### config.mk
export PLATFORM = sky130hd
export DESIGN_NAME = aes256_key_expansion
export DESIGN_NICKNAME = d
export VERILOG_FILES = /design/src/aeske_pkg.sv /design/src/aes256_key_expansion.sv
export SDC_FILE = /design/constraint.sdc
export NUM_CORES = 1
export LEC_CHECK = 0
export ABC_AREA = 1
export BUFFER_PORTS_ARGS = -buffer_cell sky130_fd_sc_hd__buf_2
export CORE_UTILIZATION = 25
export DETAILED_ROUTE_END_ITERATION = 10
export PLACE_DENSITY_LB_ADDON = 0.05
export SETUP_SLACK_MARGIN = 0.15
export SKIP_LAST_GASP = 1
export SYNTH_ARGS = -nofsm -noshare
export SYNTH_HDL_FRONTEND = slang
export SYNTH_SLANG_ARGS = --single-unit
### constraint.sdc
create_clock -name clk_i -period 21 [get_ports clk_i]
set_input_delay 2.1 -clock clk_i [delete_from_list [all_inputs] [get_ports clk_i]]
set_output_delay 2.1 -clock clk_i [all_outputs]
set_load 0.03 [all_outputs]
### src/aeske_pkg.sv
// Package for the AES-256 key expansion: item types, state codes, S-box and constants.
`default_nettype none

package aeske_pkg;

  localparam int unsigned KeyWords   = 8;
  localparam int unsigned SchedWords = 60;
  localparam int unsigned IdxW       = 6;

  localparam logic [IdxW-1:0] LastIdx   = IdxW'(SchedWords - 1);
  localparam logic [7:0]      RconFirst = 8'h01;
  localparam logic [7:0]      RconPoly  = 8'h1b;

  // One key, most significant key byte first
  typedef struct packed {
    logic [63:0] key_bytes_0_to_7;
    logic [63:0] key_bytes_8_to_15;
    logic [63:0] key_bytes_16_to_23;
    logic [63:0] key_bytes_24_to_31;
  } key_item_t;

  // One schedule word
  typedef struct packed {
    logic [IdxW-1:0] word_index;
    logic [31:0]     round_key_word;
    logic            last_word;
  } word_item_t;

  typedef enum logic {
    StIdle,
    StRun
  } state_e;

  localparam logic [7:0] SBOX [256] = '{
    8'h63,8'h7c,8'h77,8'h7b,8'hf2,8'h6b,8'h6f,8'hc5,8'h30,8'h01,8'h67,8'h2b,8'hfe,8'hd7,8'hab,8'h76,
    8'hca,8'h82,8'hc9,8'h7d,8'hfa,8'h59,8'h47,8'hf0,8'had,8'hd4,8'ha2,8'haf,8'h9c,8'ha4,8'h72,8'hc0,
    8'hb7,8'hfd,8'h93,8'h26,8'h36,8'h3f,8'hf7,8'hcc,8'h34,8'ha5,8'he5,8'hf1,8'h71,8'hd8,8'h31,8'h15,
    8'h04,8'hc7,8'h23,8'hc3,8'h18,8'h96,8'h05,8'h9a,8'h07,8'h12,8'h80,8'he2,8'heb,8'h27,8'hb2,8'h75,
    8'h09,8'h83,8'h2c,8'h1a,8'h1b,8'h6e,8'h5a,8'ha0,8'h52,8'h3b,8'hd6,8'hb3,8'h29,8'he3,8'h2f,8'h84,
    8'h53,8'hd1,8'h00,8'hed,8'h20,8'hfc,8'hb1,8'h5b,8'h6a,8'hcb,8'hbe,8'h39,8'h4a,8'h4c,8'h58,8'hcf,
    8'hd0,8'hef,8'haa,8'hfb,8'h43,8'h4d,8'h33,8'h85,8'h45,8'hf9,8'h02,8'h7f,8'h50,8'h3c,8'h9f,8'ha8,
    8'h51,8'ha3,8'h40,8'h8f,8'h92,8'h9d,8'h38,8'hf5,8'hbc,8'hb6,8'hda,8'h21,8'h10,8'hff,8'hf3,8'hd2,
    8'hcd,8'h0c,8'h13,8'hec,8'h5f,8'h97,8'h44,8'h17,8'hc4,8'ha7,8'h7e,8'h3d,8'h64,8'h5d,8'h19,8'h73,
    8'h60,8'h81,8'h4f,8'hdc,8'h22,8'h2a,8'h90,8'h88,8'h46,8'hee,8'hb8,8'h14,8'hde,8'h5e,8'h0b,8'hdb,
    8'he0,8'h32,8'h3a,8'h0a,8'h49,8'h06,8'h24,8'h5c,8'hc2,8'hd3,8'hac,8'h62,8'h91,8'h95,8'he4,8'h79,
    8'he7,8'hc8,8'h37,8'h6d,8'h8d,8'hd5,8'h4e,8'ha9,8'h6c,8'h56,8'hf4,8'hea,8'h65,8'h7a,8'hae,8'h08,
    8'hba,8'h78,8'h25,8'h2e,8'h1c,8'ha6,8'hb4,8'hc6,8'he8,8'hdd,8'h74,8'h1f,8'h4b,8'hbd,8'h8b,8'h8a,
    8'h70,8'h3e,8'hb5,8'h66,8'h48,8'h03,8'hf6,8'h0e,8'h61,8'h35,8'h57,8'hb9,8'h86,8'hc1,8'h1d,8'h9e,
    8'he1,8'hf8,8'h98,8'h11,8'h69,8'hd9,8'h8e,8'h94,8'h9b,8'h1e,8'h87,8'he9,8'hce,8'h55,8'h28,8'hdf,
    8'h8c,8'ha1,8'h89,8'h0d,8'hbf,8'he6,8'h42,8'h68,8'h41,8'h99,8'h2d,8'h0f,8'hb0,8'h54,8'hbb,8'h16
  };

  // Substitute every byte of a word
  function automatic logic [31:0] sub_word(input logic [31:0] w);
    sub_word = {SBOX[w[31:24]], SBOX[w[23:16]], SBOX[w[15:8]], SBOX[w[7:0]]};
  endfunction

  // Double in GF(2^8)
  function automatic logic [7:0] gf_double(input logic [7:0] b);
    gf_double = {b[6:0], 1'b0} ^ (b[7] ? RconPoly : 8'h00);
  endfunction

endpackage

`default_nettype wire

### src/aes256_key_expansion.sv
// AES-256 key expansion: one key in, the 60 schedule words out in order.
//
// Input channel (in_valid_i / in_ready_o / in_data_i) takes one 256-bit key
// as four 64-bit parts, key byte 0 most significant. Output channel
// (out_valid_o / out_ready_i / out_data_o) delivers 60 items per key: the
// word index, the 32-bit schedule word and a flag set on word 59.
// The first word is registered once the sequencer has entered its run
// state; after that one word per cycle while the receiver takes them.
// in_ready_o is high only while the sequencer is idle.
// The words come from an eight-word shift window and one shared S-box unit
// of four byte lookups that produces one word per cycle.
// When the receiver stalls, the output register holds its word and the
// sequencer waits; nothing is lost or repeated.
// Reset (rst_ni low, asynchronous) empties the output register and returns
// the sequencer to idle; the window needs no clearing, since every key
// loads all eight slots before any is used.
`default_nettype none

module aes256_key_expansion import aeske_pkg::*; (
  input  wire logic       clk_i,
  input  wire logic       rst_ni,
  input  wire logic       in_valid_i,
  output logic            in_ready_o,
  input  wire key_item_t  in_data_i,
  output logic            out_valid_o,
  input  wire logic       out_ready_i,
  output word_item_t      out_data_o
);

  state_e          state_q, state_d;
  logic [IdxW-1:0] cnt_q, cnt_d;
  logic [7:0]      rc_q, rc_d;
  logic [31:0]     win_q [KeyWords];
  logic            out_valid_q, out_valid_d;
  word_item_t      out_q;

  logic        in_acc;
  logic        step;
  logic [31:0] prev_w;
  logic [31:0] sbox_in;
  logic [31:0] sbox_out;
  logic [31:0] temp_w;
  logic [31:0] next_w;
  logic        is_key;
  logic        is_rot;
  logic        is_sub;

  assign in_ready_o  = (state_q == StIdle);
  assign in_acc      = in_valid_i && in_ready_o;
  assign out_valid_o = out_valid_q;
  assign out_data_o  = out_q;

  // Advance one word when running and the output register is free
  assign step = (state_q == StRun) && (!out_valid_q || out_ready_i);

  // Shared S-box unit: rotate first on round boundaries
  assign prev_w   = win_q[KeyWords-1];
  assign is_key   = (cnt_q < IdxW'(KeyWords));
  assign is_rot   = (cnt_q[2:0] == 3'd0);
  assign is_sub   = (cnt_q[2:0] == 3'd4);
  assign sbox_in  = is_rot ? {prev_w[23:0], prev_w[31:24]} : prev_w;
  assign sbox_out = sub_word(sbox_in);

  always_comb begin
    if (is_rot) begin
      temp_w = sbox_out ^ {rc_q, 24'h000000};
    end else if (is_sub) begin
      temp_w = sbox_out;
    end else begin
      temp_w = prev_w;
    end
  end

  // Key words pass through; later words combine with the word eight back
  assign next_w = is_key ? win_q[0] : (win_q[0] ^ temp_w);

  // Sequencer: next state, counter, round constant, output valid
  always_comb begin
    state_d     = state_q;
    cnt_d       = cnt_q;
    rc_d        = rc_q;
    out_valid_d = out_valid_q;
    if (out_ready_i) begin
      out_valid_d = 1'b0;
    end
    case (state_q)
      StIdle: begin
        if (in_acc) begin
          state_d = StRun;
          cnt_d   = '0;
          rc_d    = RconFirst;
        end
      end
      StRun: begin
        if (step) begin
          out_valid_d = 1'b1;
          if (!is_key && is_rot) begin
            rc_d = gf_double(rc_q);
          end
          if (cnt_q == LastIdx) begin
            state_d = StIdle;
            cnt_d   = '0;
          end else begin
            cnt_d = cnt_q + IdxW'(1);
          end
        end
      end
      default: begin
        state_d = StIdle;
      end
    endcase
  end

  always_ff @(posedge clk_i or negedge rst_ni) begin
    if (!rst_ni) begin
      state_q     <= StIdle;
      cnt_q       <= '0;
      rc_q        <= RconFirst;
      out_valid_q <= 1'b0;
    end else begin
      state_q     <= state_d;
      cnt_q       <= cnt_d;
      rc_q        <= rc_d;
      out_valid_q <= out_valid_d;
    end
  end

  // Window: load the key, then shift in one word per step (oldest at slot 0)
  always_ff @(posedge clk_i) begin
    if (in_acc) begin
      win_q[0] <= in_data_i.key_bytes_0_to_7[63:32];
      win_q[1] <= in_data_i.key_bytes_0_to_7[31:0];
      win_q[2] <= in_data_i.key_bytes_8_to_15[63:32];
      win_q[3] <= in_data_i.key_bytes_8_to_15[31:0];
      win_q[4] <= in_data_i.key_bytes_16_to_23[63:32];
      win_q[5] <= in_data_i.key_bytes_16_to_23[31:0];
      win_q[6] <= in_data_i.key_bytes_24_to_31[63:32];
      win_q[7] <= in_data_i.key_bytes_24_to_31[31:0];
    end else if (step) begin
      for (int k = 0; k < KeyWords - 1; k++) begin
        win_q[k] <= win_q[k+1];
      end
      win_q[KeyWords-1] <= next_w;
    end
  end

  // Output register: hold while stalled
  always_ff @(posedge clk_i) begin
    if (step) begin
      out_q.word_index     <= cnt_q;
      out_q.round_key_word <= next_w;
      out_q.last_word      <= (cnt_q == LastIdx);
    end
  end

endmodule

`default_nettype wire

**Yosys cells after proc, flatten, opt, wreduce, memory -nomap -nowiden**

Memories as Yosys holds them, arrays and structs flattened.
Index checks and enable logic that the tools add are counted.

- Bits in writable memories: 256
- Memories: 5
- Flip-flop bits (word level): 55
- Memory bits (read-only): 8192

- Add/sub/neg operators: 1
- Mux-type cells: 40
- Reductions and logical operators: 9
- Magnitude comparators: 5
- Bitwise operators: 16
- Equality and inequality tests: 5

Memories:

| name | words | bits a word | rd ports | clocked after memory_dff | write ports | line | source |
|---|---|---|---|---|---|---|---|
| (name not given) | 256 | 8 | 1 | 0 | 0 | aeske_pkg.sv:55 | `sub_word = {SBOX[w[31:24]], SBOX[w[23:16]], SBOX[w[15:8]], SBOX[w[7:0]]};` |
| (name not given) | 256 | 8 | 1 | 0 | 0 | aeske_pkg.sv:55 |  |
| (name not given) | 256 | 8 | 1 | 0 | 0 | aeske_pkg.sv:55 |  |
| (name not given) | 256 | 8 | 1 | 0 | 0 | aeske_pkg.sv:55 |  |
| win_q | 8 | 32 | 8 | 0 | 8 | aes256_key_expansion.sv:33 | `logic [31:0] win_q [KeyWords];` |

Operators by type and width:

| operator | count |
|---|---|
| 2-to-1 mux 32 bit | 12 |
| 2-to-1 mux 8 bit | 11 |
| XOR 32 bit | 2 |
| >= comparator 9 bit, second input constant | 4 |
| inverter 8 -> 9 bit | 4 |
| 2-to-1 mux 6 bit | 3 |
| one-hot mux 8 bit (2 select lines) | 1 |
| one-hot mux 6 bit (2 select lines) | 1 |
| 2-to-1 mux 1 bit | 10 |
| OR 1 bit | 8 |
| XOR 8 x 5 -> 8 bit | 1 |
| adder 6 x 1 -> 6 bit, second input constant | 1 |
| equality test 6 bit, second input constant | 1 |
| less-than comparator 6 x 4 -> 1 bit, second input constant | 1 |
| != test 2 x 1 -> 1 bit, second input constant | 3 |
| 2-to-1 mux 5 bit | 1 |
| equality test 3 bit, second input constant | 1 |
| logical AND 1 bit | 3 |
| zero test 3 bit | 1 |
| AND reduction 3 bit | 1 |
| zero test 1 bit | 2 |
| one-hot mux 1 bit (2 select lines) | 1 |
| AND reduction 2 bit | 1 |
| logical OR 1 bit | 1 |
| inverter 1 bit | 1 |

**Depth between registers and ports, before layout**

- Word-level depth: 11
- Mapped depth: 25
- Gate-level depth less buffers: 23

**Worst setup path after synthesis**

No wires, ideal clock.

- Kind: input port to flip-flop
- From: in out_ready_i
- To: reg cnt_q[4]
- Stages: 7
- Path slack: 12539 ps
- Setup time: 126 ps
- Arrival time: 8335 ps
- Required time: 20874 ps
- Path through: nor2_1 nor2_1 nor2_1 inv_1 nand4_1 nor2_1 nor2_1

- Word-level cells in the longest chain between the ends: 4

Ends and longest elaborated chain:

| element | line | source |
|---|---|---|
| start: declaration | aes256_key_expansion.sv:26 | `input wire logic out_ready_i,` |
| logical OR 1 bit | aes256_key_expansion.sv:54 | `assign step = (state_q == StRun) && (!out_valid_q \|\| out_ready_i);` |
| logical AND 1 bit | aes256_key_expansion.sv:54 |  |
| != test 2 x 1 -> 1 bit (no source line) | -- |  |
| AND reduction 2 bit (no source line) | -- |  |
| end signal: assignment | aes256_key_expansion.sv:122 | `cnt_q <= cnt_d;` |
| end: declaration | aes256_key_expansion.sv:31 | `logic [IdxW-1:0] cnt_q, cnt_d;` |

No other way between the ends.
A chain may end at the register's enable or synchronous reset.

==> run summary <==
Run status: completed
Detailed-route via count: 28690
Max Slew Vio Count: 0
Largest area contributor in the synthesized netlist: edfxtp_1
Critical path required time: 21.35 ns
Classification of the worst-slack hold path: flip-flop to flip-flop
Violation count after the first detailed-routing iteration: 3330
Reg-to-reg startpoint: cnt_q[2]$_DFFE_PN0P_
Floorplan die area: 0.1028 mm²
Buffers inserted during post-CTS setup optimization: 0
Placeable core region: 0.1003 mm²
Slew headroom: 30.86%
Placement Rows: 116
Cell count after synthesis: 3851
Die extent in y: 320.6 µm
Layout cell share with drive strength beyond 1: 12.55%
Avg Inst Size Synth: 6.589 µm²
Area added between synthesis and finish: 15.50%
Post-DP Area: 0.02789 mm²
Maxcap violations: 0
Met3 usage in global routing: 5.847%
Maximum level of the CTS H-tree: 2
Number of enable-type register cells in the synthesized netlist: 295
Met1 track utilization from global routing: 34.85%
Dpl hpwl: 96.75 mm
Final non-filler cell total: 5411
Initial DRT Pass Iterations: 6
Clock transition at the registers of the reported paths: 0.08 ns
Clock tree from TritonCTS: done
Capturing point of the worst reg2reg path: win_q[1][116]$_DFFE_PP_
DR WL/cell: 24.81 µm
Cell with the most instances on the worst path: nand3_1
Last weighted congestion value of the routability-driven placer: 0.9642
Leading cell type by number of instances after synthesis: nand2_1
Peak fanout along the critical path: 82
Slew at the pin closest to its max-slew limit: 1.029 ns
Cells taking the most area after synthesis: edfxtp_1, nand2_1, nand3_1, o211ai_1, inv_1
Seq/Total Area, Yosys: 36.50%
Crit-path leading delay family: simple AND/OR/NAND/NOR gates
Maximum number of buffers from clock root to sink: 3
Fin Clk Skew: 0.04493 ns
Number of CTS-inserted buffers: 43
CP Capture Point: win_q[1][116]$_DFFE_PP_
Proportion of register bits with asynchronous set or reset after synthesis: 5.145%
Number of global-route vias before repair: 26980
Count of placed standard cells including taps: 5326
Leftover overflow at the end of global routing: 0
Count of buffers inserted at the top-level ports: 300
Remaining number of nets flagged by the antenna check after routing: 0
Type of element launching the critical path: flip-flop
Wire length of the first global-routing pass: 191.9 mm
Min Tclk post-route: 5.025 ns
Kind of critical path: flip-flop to flip-flop
Crit path arrival time: 5.38 ns
Most used routing layer: met2
Final hold vios: 0
Source-to-sink clock delay at the later pin of the worst-skew pair: 0.64 ns
Sum of routed wire length over all layers: 134.3 mm
Cells along the critical path: inv_4 -> nand2_8 -> nand2_1 -> o21ai_4 -> buf_4 -> inv_2 -> nand2_1 -> inv_1 -> nand2_1 -> nand3_1 -> nand3_1 -> nand3_1 -> o21ai_1 -> nand2_1 -> nand3_1 -> nand3_1 -> nand3_1 -> nand2_1
Setup_tns: 0 ns
Worst reg2reg setup slack: 15.97 ns
Gates resized, CTS repair: 0
Cell with the biggest individual delay on the critical path: dfrtp_1
Number of nets in the synthesized netlist: 4145
Synthesized cell area: 0.02537 mm²
Average vias per placed instance: 5.301
Post-detailed-route DRC marker count: 0
Number of warnings issued by yosys: 0
Kind of end point of the critical path: flip-flop
Buffers plus inverters on the worst setup path: 4
Max stage delay on crit path: 0.69 ns
Number of antenna violations at the first check in global routing: 30
Met2 global-route usage: 38.59%
Number of cell instances on the worst register-to-register path: 18
Final worst path period share: 23.93%
Share of the synthesized area in the top cell type: 34.91%
Commonest cells post-synth: nand2_1, nand3_1, edfxtp_1
Highest achievable clock rate: 199.0 MHz
Critical Path Stages: 18
Count of state elements after synthesis: 311
Hold Buf Count CTS: 0
Count of clock tree sinks: 311
Timing startpoint of the critical path: cnt_q[2]$_DFFE_PN0P_
Final design area excluding fillers: 0.02931 mm²
Nets: 4308
Effective utilization at floorplan: 25.30%
Pin count of the biggest net entering global routing: 151
Die width: 320.6 µm
Number of setup violations in the final report: 0
Distinct cells, synth: 43
Most common flop cell mapped by yosys: edfxtp_1
Fraction of the core area covered by cells at the end of the flow: 29.22%
RSZ-0062 raised after global routing: no
Clock Root Buffer: clkbuf_16
Combined global-route utilization of all metal layers: 25.35%
Ports: 301
-- how the worst min path moves through the flow --
stage,from,end,cells past startpoint
floorplan,cnt_q[4]$_DFFE_PN0P_,out_data_o[37]$_DFFE_PP_,0
global placement,cnt_q[1]$_DFFE_PN0P_,out_data_o[34]$_DFFE_PP_,0
detailed placement,cnt_q[1]$_DFFE_PN0P_,out_data_o[34]$_DFFE_PP_,0
CTS,cnt_q[1]$_DFFE_PN0P_,out_data_o[34]$_DFFE_PP_,0
global route,cnt_q[1]$_DFFE_PN0P_,out_data_o[34]$_DFFE_PP_,0
finish,cnt_q[1]$_DFFE_PN0P_,out_data_o[34]$_DFFE_PP_,0
-- kinds of logic after synthesis --
group	after synthesis	share of synthesized area (%)
simple gates	2668	44.70
buf+inv	442	7.737
compound gates	394	9.325
flops	311	36.50
fa+ha+maj	34	1.677
xor+xnor	2	0.06905
-- layout make-up --
cell class	count	area, µm²
Antenna cell	6	15.01
Clock buffer	53	1114
Clock inverter	26	284.0
Fill cell	11330	70990
Inverter	215	824.5
Multi-Input combinational cell	3098	14250
Sequential cell	311	9260
Tap cell	1357	1698
Timing Repair Buffer	345	1864
-- through the flow --
stage,setup WS [ns],hold WS (ns)
after floorplan,12.54,0.4479
after global placement,15.15,0.4740
after detailed placement,15.16,0.4765
after CTS,15.83,0.4900
after global routing,15.67,0.4995
final,15.97,0.4902
-- flip-flops by register name, summed over array words and instances (netlist names) --
| name | cells |
|---|---|
| win_q | 256 |
| state_q | 1 |
| out_valid_o | 1 |
| cnt_q | 6 |
| rc_q | 8 |
| out_data_o | 39 |
-- metal layers --
metal  up-vias  share of wire, %
met5         -              0.17
met4        36               3.7
met3       266               9.0
met2      1503                44
met1     13590                44
li1      13290                 -
-- cells in the final DEF, fill, tap and decap left out, types with 3 or more instances in the layout --
master	Yosys	layout
nand3_2	3	3
bufinv_16	0	4
clkbuf_16	0	43
nand2_2	32	33
o21ai_2	25	17
o21ai_0	128	128
inv_1	191	187
o21ai_1	25	24
nand2_1	1614	1612
clkbuf_1	101	10
o211ai_1	102	102
dfrtp_1	15	15
nand4_1	8	8
inv_6	0	3
diode_2	0	6
buf_2	76	300
buf_4	28	43
a21oi_1	92	92
edfxtp_1	295	295
o21ai_4	1	10
o22ai_1	10	10
inv_2	19	20
nand3b_1	19	19
a31oi_1	7	7
ha_1	34	33
nor2_1	130	129
clkinv_1	4	17
nor3_1	5	4
and2_1	7	7
nor2_2	9	9
nand3_1	835	835
Power is left out: the tool's default activity adds up to more than one toggle a clock period on the data nets, which glitch-free logic cannot reach.
